`src/hdl/gwm_pkg.sv`:
```
// ----------------------------------------------------------------------------
// gwm_pkg: shared types and constants of the glob wildcard matcher
// Pattern size, token kinds, tokenizer states, register indexes and the
// token write word that the tokenizer broadcasts to the position cells.
// ----------------------------------------------------------------------------
package gwm_pkg;

	localparam int PAT_MAX = 32;            // pattern bytes held
	localparam int POS_W   = PAT_MAX + 1;   // positions, end position included
	localparam int IDX_W   = $clog2(POS_W); // holds a position 0..PAT_MAX
	localparam int CELL_W  = $clog2(PAT_MAX);

	localparam logic [7:0] CH_STAR  = 8'h2A;
	localparam logic [7:0] CH_QUEST = 8'h3F;
	localparam logic [7:0] CH_SLASH = 8'h2F;
	localparam logic [7:0] CH_NUL   = 8'h00;

	localparam logic [2:0] CFG_WORD0  = 3'd0;
	localparam logic [2:0] CFG_WORD1  = 3'd1;
	localparam logic [2:0] CFG_WORD2  = 3'd2;
	localparam logic [2:0] CFG_WORD3  = 3'd3;
	localparam logic [2:0] CFG_LENGTH = 3'd4;

	// TK_PASS marks the inside of a double star (second star and the slashes
	// it swallows): never active on its own, it only carries the closure on.
	typedef enum logic [2:0] {
		TK_NONE,
		TK_LIT,
		TK_ANY1,
		TK_RUN,
		TK_DEEP,
		TK_PASS
	} tok_kind_t;

	typedef enum logic [1:0] {
		T_IDLE,
		T_SCAN,
		T_LOAD
	} tok_state_t;

	typedef enum logic [1:0] {
		M_TOKEN,
		M_STAR2,
		M_SLASH
	} scan_mode_t;

	typedef struct packed {
		logic              clear;
		logic              we;
		logic [CELL_W-1:0] idx;
		tok_kind_t         kind;
		logic              slash_ok;
		logic [7:0]        lit;
	} tok_wr_t;

endpackage

```
`src/hdl/gwm_cell.sv`:
```
// ----------------------------------------------------------------------------
// gwm_cell: one pattern position of the matcher
// Holds the token of its position and whether the position is reachable.
// Per text byte it keeps itself (star runs) or hands a step to its right
// neighbor (literal and single wildcard).
// ----------------------------------------------------------------------------
module gwm_cell (
	input  logic             clk,
	input  logic             arst_n,
	input  gwm_pkg::tok_wr_t tok,
	input  logic             sel,
	input  logic [7:0]       text_byte,
	input  logic             step_in,
	input  logic             act_load,
	input  logic             act_d,
	output logic             act,
	output logic             nxt,
	output logic             step_out,
	output logic             prop
);
	import gwm_pkg::*;

	tok_kind_t  kind_q;
	logic       slash_ok_q;
	logic [7:0] lit_q;
	logic       act_q;
	logic       ok;
	logic       keep;

	always_ff @(posedge clk or negedge arst_n) begin
		if (!arst_n) begin
			kind_q <= TK_NONE;
		end else if (tok.clear) begin
			kind_q <= TK_NONE;
		end else if (tok.we && sel) begin
			kind_q <= tok.kind;
		end
	end

	always_ff @(posedge clk) begin
		if (tok.we && sel) begin
			slash_ok_q <= tok.slash_ok;
			lit_q      <= tok.lit;
		end
	end

	always_ff @(posedge clk or negedge arst_n) begin
		if (!arst_n) begin
			act_q <= 1'b0;
		end else if (act_load) begin
			act_q <= act_d;
		end
	end

	always_comb begin
		ok       = (text_byte != CH_SLASH) || slash_ok_q;
		keep     = 1'b0;
		step_out = 1'b0;
		prop     = 1'b0;
		unique case (kind_q)
			TK_RUN: begin
				keep = act_q && ok;
				prop = 1'b1;
			end
			TK_DEEP: begin
				keep = act_q;
				prop = 1'b1;
			end
			TK_PASS: begin
				prop = 1'b1;
			end
			TK_ANY1: begin
				step_out = act_q && ok;
			end
			TK_LIT: begin
				step_out = act_q && (lit_q == text_byte);
			end
			default: begin
				keep = 1'b0;
			end
		endcase
	end

	assign nxt = keep || step_in;
	assign act = act_q;

endmodule

```
`src/hdl/gwm_tokenizer.sv`:
```
// ----------------------------------------------------------------------------
// gwm_tokenizer: pattern registers and token sweep
// Holds the pattern words and length. After reset and after each register
// write it walks the pattern one position a cycle, writes each cell's token
// and finds the end position, then asks for the start set to be loaded.
// ----------------------------------------------------------------------------
module gwm_tokenizer (
	input  logic                    clk,
	input  logic                    arst_n,
	input  logic                    cfg_wr_en,
	input  logic [2:0]              cfg_index,
	input  logic [63:0]             cfg_data,
	output gwm_pkg::tok_wr_t        tok,
	output logic                    busy,
	output logic                    load_start,
	output logic [gwm_pkg::IDX_W-1:0] len
);
	import gwm_pkg::*;

	logic [63:0]      pattern_word_q [4];
	logic [5:0]       pattern_length_q;
	tok_state_t       state_q, state_d;
	scan_mode_t       mode_q, mode_d;
	logic [IDX_W-1:0] idx_q, idx_d;
	logic [IDX_W-1:0] len_q, len_d;
	logic             deep_q, deep_d;
	logic             restart;
	logic [IDX_W-1:0] n_eff;
	logic [IDX_W-1:0] idx_p1;
	logic [7:0]       byte_cur;
	logic [7:0]       byte_nxt;
	logic             end_hit;

	function automatic logic [7:0] pat_byte(input logic [63:0] w [4],
		input logic [CELL_W-1:0] i);
		return w[i[4:3]][{i[2:0], 3'b000} +: 8];
	endfunction

	assign restart = cfg_wr_en && (cfg_index <= CFG_LENGTH);

	always_ff @(posedge clk or negedge arst_n) begin
		if (!arst_n) begin
			pattern_word_q[0] <= '0;
			pattern_word_q[1] <= '0;
			pattern_word_q[2] <= '0;
			pattern_word_q[3] <= '0;
			pattern_length_q  <= '0;
		end else if (cfg_wr_en) begin
			unique case (cfg_index)
				CFG_WORD0:  pattern_word_q[0] <= cfg_data;
				CFG_WORD1:  pattern_word_q[1] <= cfg_data;
				CFG_WORD2:  pattern_word_q[2] <= cfg_data;
				CFG_WORD3:  pattern_word_q[3] <= cfg_data;
				CFG_LENGTH: pattern_length_q  <= cfg_data[5:0];
				default: begin
				end
			endcase
		end
	end

	assign n_eff    = (pattern_length_q > 6'(PAT_MAX)) ? IDX_W'(PAT_MAX)
		: IDX_W'(pattern_length_q);
	assign idx_p1   = idx_q + IDX_W'(1);
	assign byte_cur = pat_byte(pattern_word_q, idx_q[CELL_W-1:0]);
	assign byte_nxt = pat_byte(pattern_word_q, idx_p1[CELL_W-1:0]);
	assign end_hit  = (idx_q >= n_eff) || (byte_cur == CH_NUL);

	always_ff @(posedge clk or negedge arst_n) begin
		if (!arst_n) begin
			state_q <= T_SCAN;
			mode_q  <= M_TOKEN;
			idx_q   <= '0;
			len_q   <= '0;
			deep_q  <= 1'b0;
		end else begin
			state_q <= state_d;
			mode_q  <= mode_d;
			idx_q   <= idx_d;
			len_q   <= len_d;
			deep_q  <= deep_d;
		end
	end

	always_comb begin
		state_d      = state_q;
		mode_d       = mode_q;
		idx_d        = idx_q;
		len_d        = len_q;
		deep_d       = deep_q;
		tok.clear    = restart;
		tok.we       = 1'b0;
		tok.idx      = idx_q[CELL_W-1:0];
		tok.kind     = TK_NONE;
		tok.slash_ok = deep_q;
		tok.lit      = byte_cur;
		load_start   = 1'b0;
		unique case (state_q)
			T_IDLE: begin
			end
			T_SCAN: begin
				if (end_hit) begin
					len_d   = idx_q;
					state_d = T_LOAD;
				end else begin
					tok.we = 1'b1;
					idx_d  = idx_p1;
					if (mode_q == M_STAR2) begin
						tok.kind = TK_PASS;
						mode_d   = M_SLASH;
					end else if (mode_q == M_SLASH && byte_cur == CH_SLASH) begin
						tok.kind = TK_PASS;
					end else if (byte_cur == CH_STAR && idx_p1 < n_eff
						&& byte_nxt == CH_STAR) begin
						tok.kind = TK_DEEP;
						deep_d   = 1'b1;
						mode_d   = M_STAR2;
					end else begin
						mode_d = M_TOKEN;
						if (byte_cur == CH_STAR) begin
							tok.kind = TK_RUN;
						end else if (byte_cur == CH_QUEST) begin
							tok.kind = TK_ANY1;
						end else begin
							tok.kind = TK_LIT;
						end
					end
				end
			end
			T_LOAD: begin
				load_start = 1'b1;
				state_d    = T_IDLE;
			end
			default: begin
				state_d = T_IDLE;
			end
		endcase
		// A register write starts the sweep over, whatever was in progress.
		if (restart) begin
			state_d = T_SCAN;
			mode_d  = M_TOKEN;
			idx_d   = '0;
			deep_d  = 1'b0;
		end
	end

	assign busy = (state_q != T_IDLE);
	assign len  = len_q;

endmodule

```
`src/hdl/glob_wildcard_matcher_core.sv`:
```
// ----------------------------------------------------------------------------
// glob_wildcard_matcher_core: streaming glob matcher on a row of cells
// Each text byte moves the set of reachable pattern positions one step
// along the cell row; wildcard closure runs as one carry chain.
// ----------------------------------------------------------------------------
// Usage:
// The input channel (in_valid, in_stall) carries one word per text byte:
// text_byte, has_byte and last. A word with last set produces one word on
// the output channel (out_valid, out_stall) holding matched, registered in
// the output stage; words without last produce nothing.
// One input word is taken every cycle while in_stall is low. A two-entry
// output stage lets the input run on while a result waits; in_stall rises
// once both entries are full, and stays high until the receiver takes a word.
// The pattern is written through cfg_wr_en, cfg_index and cfg_data while the
// block is idle. After reset and after every register write the tokenizer
// sweeps the pattern one position per cycle up to its end, then loads the
// start set, with in_stall high throughout. After the sweep, and after every
// word with last, matching starts from the beginning.
// ----------------------------------------------------------------------------
module glob_wildcard_matcher_core (
	input  logic        clk,
	input  logic        arst_n,
	input  logic        in_valid,
	output logic        in_stall,
	input  logic [7:0]  text_byte,
	input  logic        has_byte,
	input  logic        last,
	output logic        out_valid,
	input  logic        out_stall,
	output logic        matched,
	input  logic        cfg_wr_en,
	input  logic [2:0]  cfg_index,
	input  logic [63:0] cfg_data
);
	import gwm_pkg::*;

	tok_wr_t            tok;
	logic               busy;
	logic               load_start;
	logic [IDX_W-1:0]   len;
	logic [POS_W-1:0]   act_vec;
	logic [POS_W-1:0]   n_adv;
	logic [POS_W-1:0]   n_vec;
	logic [POS_W-1:0]   p_vec;
	logic [POS_W-1:0]   gen;
	logic [POS_W-1:0]   sum;
	logic [POS_W-1:0]   closed;
	logic [POS_W-1:0]   res;
	logic [POS_W-1:0]   act_d;
	logic [POS_W-1:0]   start_q;
	logic [PAT_MAX-1:0] step_out;
	logic               act_end_q;
	logic               act_load;
	logic               accept;
	logic               push;
	logic               take;
	logic               hit;
	logic               out_valid_q;
	logic               matched_q;
	logic               skid_valid_q;
	logic               skid_matched_q;

	gwm_tokenizer u_tok (
		.clk        (clk),
		.arst_n     (arst_n),
		.cfg_wr_en  (cfg_wr_en),
		.cfg_index  (cfg_index),
		.cfg_data   (cfg_data),
		.tok        (tok),
		.busy       (busy),
		.load_start (load_start),
		.len        (len)
	);

	assign accept   = in_valid && !in_stall;
	assign act_load = load_start || (accept && (last || has_byte));
	assign act_d    = (accept && last) ? start_q : closed;

	for (genvar i = 0; i < PAT_MAX; i++) begin : g_cell
		gwm_cell u_cell (
			.clk       (clk),
			.arst_n    (arst_n),
			.tok       (tok),
			.sel       (tok.idx == CELL_W'(i)),
			.text_byte (text_byte),
			.step_in   ((i == 0) ? 1'b0 : step_out[(i == 0) ? 0 : i - 1]),
			.act_load  (act_load),
			.act_d     (act_d[i]),
			.act       (act_vec[i]),
			.nxt       (n_adv[i]),
			.step_out  (step_out[i]),
			.prop      (p_vec[i])
		);
	end

	// The end position never holds a token; it collects steps and closure carries.
	assign n_adv[PAT_MAX]   = step_out[PAT_MAX-1];
	assign p_vec[PAT_MAX]   = 1'b0;
	assign act_vec[PAT_MAX] = act_end_q;

	always_ff @(posedge clk or negedge arst_n) begin
		if (!arst_n) begin
			act_end_q <= 1'b0;
		end else if (act_load) begin
			act_end_q <= act_d[PAT_MAX];
		end
	end

	// Closure: a set position spreads right through every run of positions
	// that pass the closure on. Adding the pass mask to the set positions in
	// it makes the carries do exactly that spreading.
	assign n_vec  = load_start ? POS_W'(1) : n_adv;
	assign gen    = n_vec & p_vec;
	assign sum    = gen + p_vec;
	assign closed = n_vec | (sum ^ gen ^ p_vec);

	always_ff @(posedge clk) begin
		if (load_start) begin
			start_q <= closed;
		end
	end

	assign res  = has_byte ? closed : act_vec;
	assign hit  = res[len];
	assign push = accept && last;
	assign take = out_valid_q && !out_stall;

	always_ff @(posedge clk or negedge arst_n) begin
		if (!arst_n) begin
			out_valid_q  <= 1'b0;
			skid_valid_q <= 1'b0;
		end else if (skid_valid_q) begin
			if (take) begin
				skid_valid_q <= 1'b0;
			end
		end else if (!out_valid_q || take) begin
			out_valid_q <= push;
		end else if (push) begin
			skid_valid_q <= 1'b1;
		end
	end

	always_ff @(posedge clk) begin
		if (skid_valid_q) begin
			if (take) begin
				matched_q <= skid_matched_q;
			end
		end else if (!out_valid_q || take) begin
			if (push) begin
				matched_q <= hit;
			end
		end else if (push) begin
			skid_matched_q <= hit;
		end
	end

	assign in_stall  = busy || skid_valid_q;
	assign out_valid = out_valid_q;
	assign matched   = matched_q;

endmodule
```
`config.mk`:
```
export PLATFORM = sky130hd
export DESIGN_NAME = glob_wildcard_matcher_core
export DESIGN_NICKNAME = d
export VERILOG_FILES = /design/src/hdl/gwm_pkg.sv /design/src/hdl/gwm_cell.sv /design/src/hdl/gwm_tokenizer.sv /design/src/hdl/glob_wildcard_matcher_core.sv
export SDC_FILE = /design/constraint.sdc
export NUM_CORES = 1
export LEC_CHECK = 0
export BUFFER_PORTS_ARGS = -buffer_cell sky130_fd_sc_hd__buf_4
export CAP_MARGIN = 25
export CORE_MARGIN = 2
export CORE_UTILIZATION = 60
export CTS_CLUSTER_SIZE = 25
export DETAILED_ROUTE_END_ITERATION = 8
export PLACE_DENSITY = 0.77
export SLEW_MARGIN = 15
export SYNTH_ARGS = -nofsm -noshare
export SYNTH_HDL_FRONTEND = slang
export SYNTH_SLANG_ARGS = --single-unit
```
`constraint.sdc`:
```
create_clock -name clk -period 11.45 [get_ports clk]
set_input_delay 1.7175 -clock clk [delete_from_list [all_inputs] [get_ports clk]]
set_output_delay 1.7175 -clock clk [all_outputs]
set_load 0.01 [all_outputs]
```
==> impl_metrics.csv <==
group,metric,value,unit
status,outcome,"finished clean",
cells_and_area,fillCellCount,4332,
power,p_sw,2.54,mW
detailed_routing,num_vias,26400,
power,pwr-share-clk,0.321,
worst_hold_path,hold_class,"flip-flop to flip-flop",
power,leakage,15.4,nW
power,p_per_area,195,nW/µm²
worst_setup_path,crit_type,"primary input to flip-flop",
floorplanning,floorplan.initialDensity,0.610,
clock_tree,cts_tree,"done",
clock_tree,cts_buffers,77,
timing,final.setup.tns,0,ns
worst_setup_path,crit_path_start_kind,"primary input",
worst_setup_path,crit-reg2reg-capture,"g_cell[6].u_cell.lit_q[3]$_DFFE_PP_",
timing,worst_pin_slew,1.09,ns
global_route,antenna_found_initial,2,
worst_setup_path,path_max_fanout,34,
floorplanning,io_pins,85,
timing,slew-limit-headroom,0.269,
timing,setup_viol,0,
global_route,grt_usage,0.338,
detailed_routing,wl,106000,µm
worst_setup_path,rr_startpoint,"u_tok.idx_q[3]$_DFFE_PN0P_",
power,p_int,5.48,mW
detailed_routing,drcViolationCount,0,
synthesis,synth_cells,2991,
timing,hold_viol_final,0,
floorplanning,rows,90,
power,p_comb_frac,0.219,
floorplanning,die_y,252,µm
floorplanning,die_x,252,µm
floorplanning,core,60600,µm²
worst_hold_path,min_path_cells,2,
worst_setup_path,slowest_stage,"buf_4",
synthesis,dominantRegCellSynth,"dfrtp_1",
cells_and_area,syn2layout_area_growth,11.5,%
synthesis,yosysSeqAreaShare,0.540,
clock_tree,cts.clk_slew.worst_paths,0.06,ns
synthesis,avgSynthCellArea,12.3,µm²
worst_setup_path,worstPathArrival,7.27,ns
worst_setup_path,rrSetupSlack,4.96,ns
power,power,8.02,mW
worst_setup_path,setup.worst_path.end_class,"flip-flop",
job,cap_violations,0,
place,port_buffers,84,
floorplanning,dieArea,63600,µm²
clock_tree,cts_htree_levels,3,
detailed_routing,drt_pre_antenna_iters,6,
global_route,grt_pass1_vias,26200,
worst_setup_path,path_cells,"buf_4 -> nand4_1 -> buf_4 -> nor2_4 -> o221ai_1 -> o21ai_0 -> inv_1 -> nor2_1 -> ha_1 -> o21ai_0 -> o41ai_1 -> a21oi_1 -> a211oi_2 -> o2111ai_1 -> a31oi_1 -> o21ai_0 -> and4b_1 -> o311a_1 -> o32a_1 -> a31oi_1 -> o31a_1",
detailed_routing,avgViaCountPerCell,6.73,
synthesis,syn-cell-area,36900,µm²
power,seq_power_share,0.460,
cells_and_area,drive_above_1_share,0.216,
clock_tree,cts_max_path_buffers,3,
cells_and_area,nNetsFinal,3177,
clock_tree,cts_resized,0,
detailed_routing,postRouteAntennaNets,0,
detailed_routing,dr.first_iter.drc_count,3322,
synthesis,synth_warnings,0,
clock_tree,postCtsHoldBufs,0,
synthesis,synthArstFlopShare,0.559,
power,swShare,0.317,
global_route,grt_pass1_wl,162000,µm
worst_setup_path,max_stage_delay,0.60,ns
synthesis,ys_types,90,
synthesis,synthesis.nets,3092,
power,peakVddDrop,0.156,mV
timing,fin_crit_sh,0.591,
synthesis,synth_edf_count,323,
timing,skew,0.0234,ns
worst_hold_path,hold_end,"u_tok.deep_q$_DFFE_PN0P_",
global_route,grt_start_max_net_pins,165,
timing,grt_setup_unrepaired,"no",
place,place_congestion,1.01,
worst_hold_path,min-delay-start,"u_tok.deep_q$_DFFE_PN0P_",
clock_tree,cts_sinks,733,
clock_tree,clk_latency,0.64,ns
synthesis,ys_ff_latch,733,
timing,period_needed,6.76,ns
worst_setup_path,cp.required,11.96,ns
global_route,grt-ovfl-total,0,
timing,slew_violations,0,
detailed_routing,wl_per_cell,27.1,µm
place,hpwl,69800,µm
clock_tree,cts_setup_buffers,0,
worst_setup_path,worst-r2r-cell-count,11,
worst_setup_path,cpMostUsedCell,"o21ai_0",
clock_tree,cts-root-buf,"clkbuf_16",
timing,clock.fmax,148,MHz
kinds of logic after synthesis:
| kind of cell | Yosys count | share of synthesized area |
|---|---|---|
| multiplexers | 432 | 0.156 |
| buffers and inverters | 218 | 0.0247 |
| AO/OA/AOI/OAI | 443 | 0.0778 |
| adder cells (fa/ha/maj) | 19 | 0.00644 |
| flip-flops | 733 | 0.540 |
| XOR/XNOR | 264 | 0.0626 |
| AND/OR/NAND/NOR | 882 | 0.132 |
worst max path at each step:
| stage | from | endpoint | slack (ns) |
|---|---|---|---|
| 2_1_floorplan | text_byte[7] | matched$_DFFE_PP_ | 5.79 |
| 4_1_cts | text_byte[2] | matched$_DFFE_PP_ | 4.83 |
| 3_3_place_gp | text_byte[2] | matched$_DFFE_PP_ | 4.28 |
| 3_5_place_dp | text_byte[2] | matched$_DFFE_PP_ | 4.18 |
| 5_1_grt | text_byte[2] | matched$_DFFE_PP_ | 4.40 |
| 6_report | text_byte[2] | matched$_DFFE_PP_ | 4.69 |
state kept, by name, summed over array words and instances (netlist names):
signal	count
skid_matched_q	1
g_cell.u_cell.act	32
act_end_q	1
u_tok.len	6
skid_valid_q	1
start_q	33
u_tok.mode_q	2
matched	1
u_tok.pattern_word_q	256
g_cell.u_cell.lit_q	256
u_tok.deep_q	1
u_tok.state_q	2
u_tok.pattern_length_q	6
g_cell.u_cell.kind_q	96
out_valid	1
g_cell.u_cell.slash_ok_q	32
u_tok.idx_q	6
placed cells by master, fill, tap and decap left out, types with 85 or more instances in the layout:
cell	instances
nand2_1	240
o21ai_0	129
edfxtp_1	323
nor2_1	155
xnor2_1	194
dfrtp_1	407
mux4_2	87
buf_4	144
mux2_2	272
a21oi_1	85
cells in the mapped netlist, types with 30 or more instances:
master	n	area (µm²)
a21oi_1	86	430
xor2_1	70	613
mux2_2	272	3060
mux4_2	87	1960
nor2_1	156	586
nor4bb_1	58	581
inv_1	70	263
clkbuf_1	82	308
nor4_1	30	188
nand3_1	75	375
nor4b_1	38	333
mux2i_1	73	731
nand2_1	242	908
edfxtp_1	323	9700
nand4_1	62	388
dfrtp_1	409	10200
o21ai_0	129	646
nor3_1	50	250
xnor2_1	194	1700
buf_2	50	250
power groups by stage:
stage	clock (mW)	sequential (mW)	combinational, mW
floorplan	0	3.54	1.07
global placement	0	3.69	1.65
detailed placement	0	3.72	1.69
CTS	2.59	3.67	1.70
global route	2.71	3.72	1.86
finish	2.57	3.69	1.76
critical path: cells and delay by family:
family                     cells  cell delay (ns)
AOI/OAI and AO/OA             13             3.05
adders and majority gates      1             0.18
buffers and inverters          3             1.03
and+or+nand+nor                4             1.25
metal layers:
layer	vias up	track usage	part of all wire
met3	256	0.0529	0.088
li1	11400	-	-
met2	1469	0.527	0.47
met1	13300	0.481	0.41
met5	-	0	0
met4	0	0.137	0.038
per-stage QoR:
step	setup slack (ns)	util	std cells	area, µm²	hold WS, ns
after floorplan	5.79	-	2991	36900	0.459
after global placement	4.28	0.633	3762	38400	0.463
after detailed placement	4.18	0.634	3767	38400	0.474
after CTS	4.83	0.677	3911	41000	0.504
after global routing	4.40	0.679	3924	41200	0.519
final	4.69	0.679	3925	41200	0.507
final cells by class:
type                       instances  area (µm²)  share of cell area
antenna                            2        5.00            0.000122
clock buffer                     107        2160              0.0525
clock inverter                    37         432              0.0105
inverter                          72         270             0.00657
multi-input combinational       2040       16100               0.392
sequential                       733       20000               0.485
tap                              782         978              0.0238
timing repair buffer             152        1220              0.0296
No activity file was read; power rests on OpenSTA's default activity.
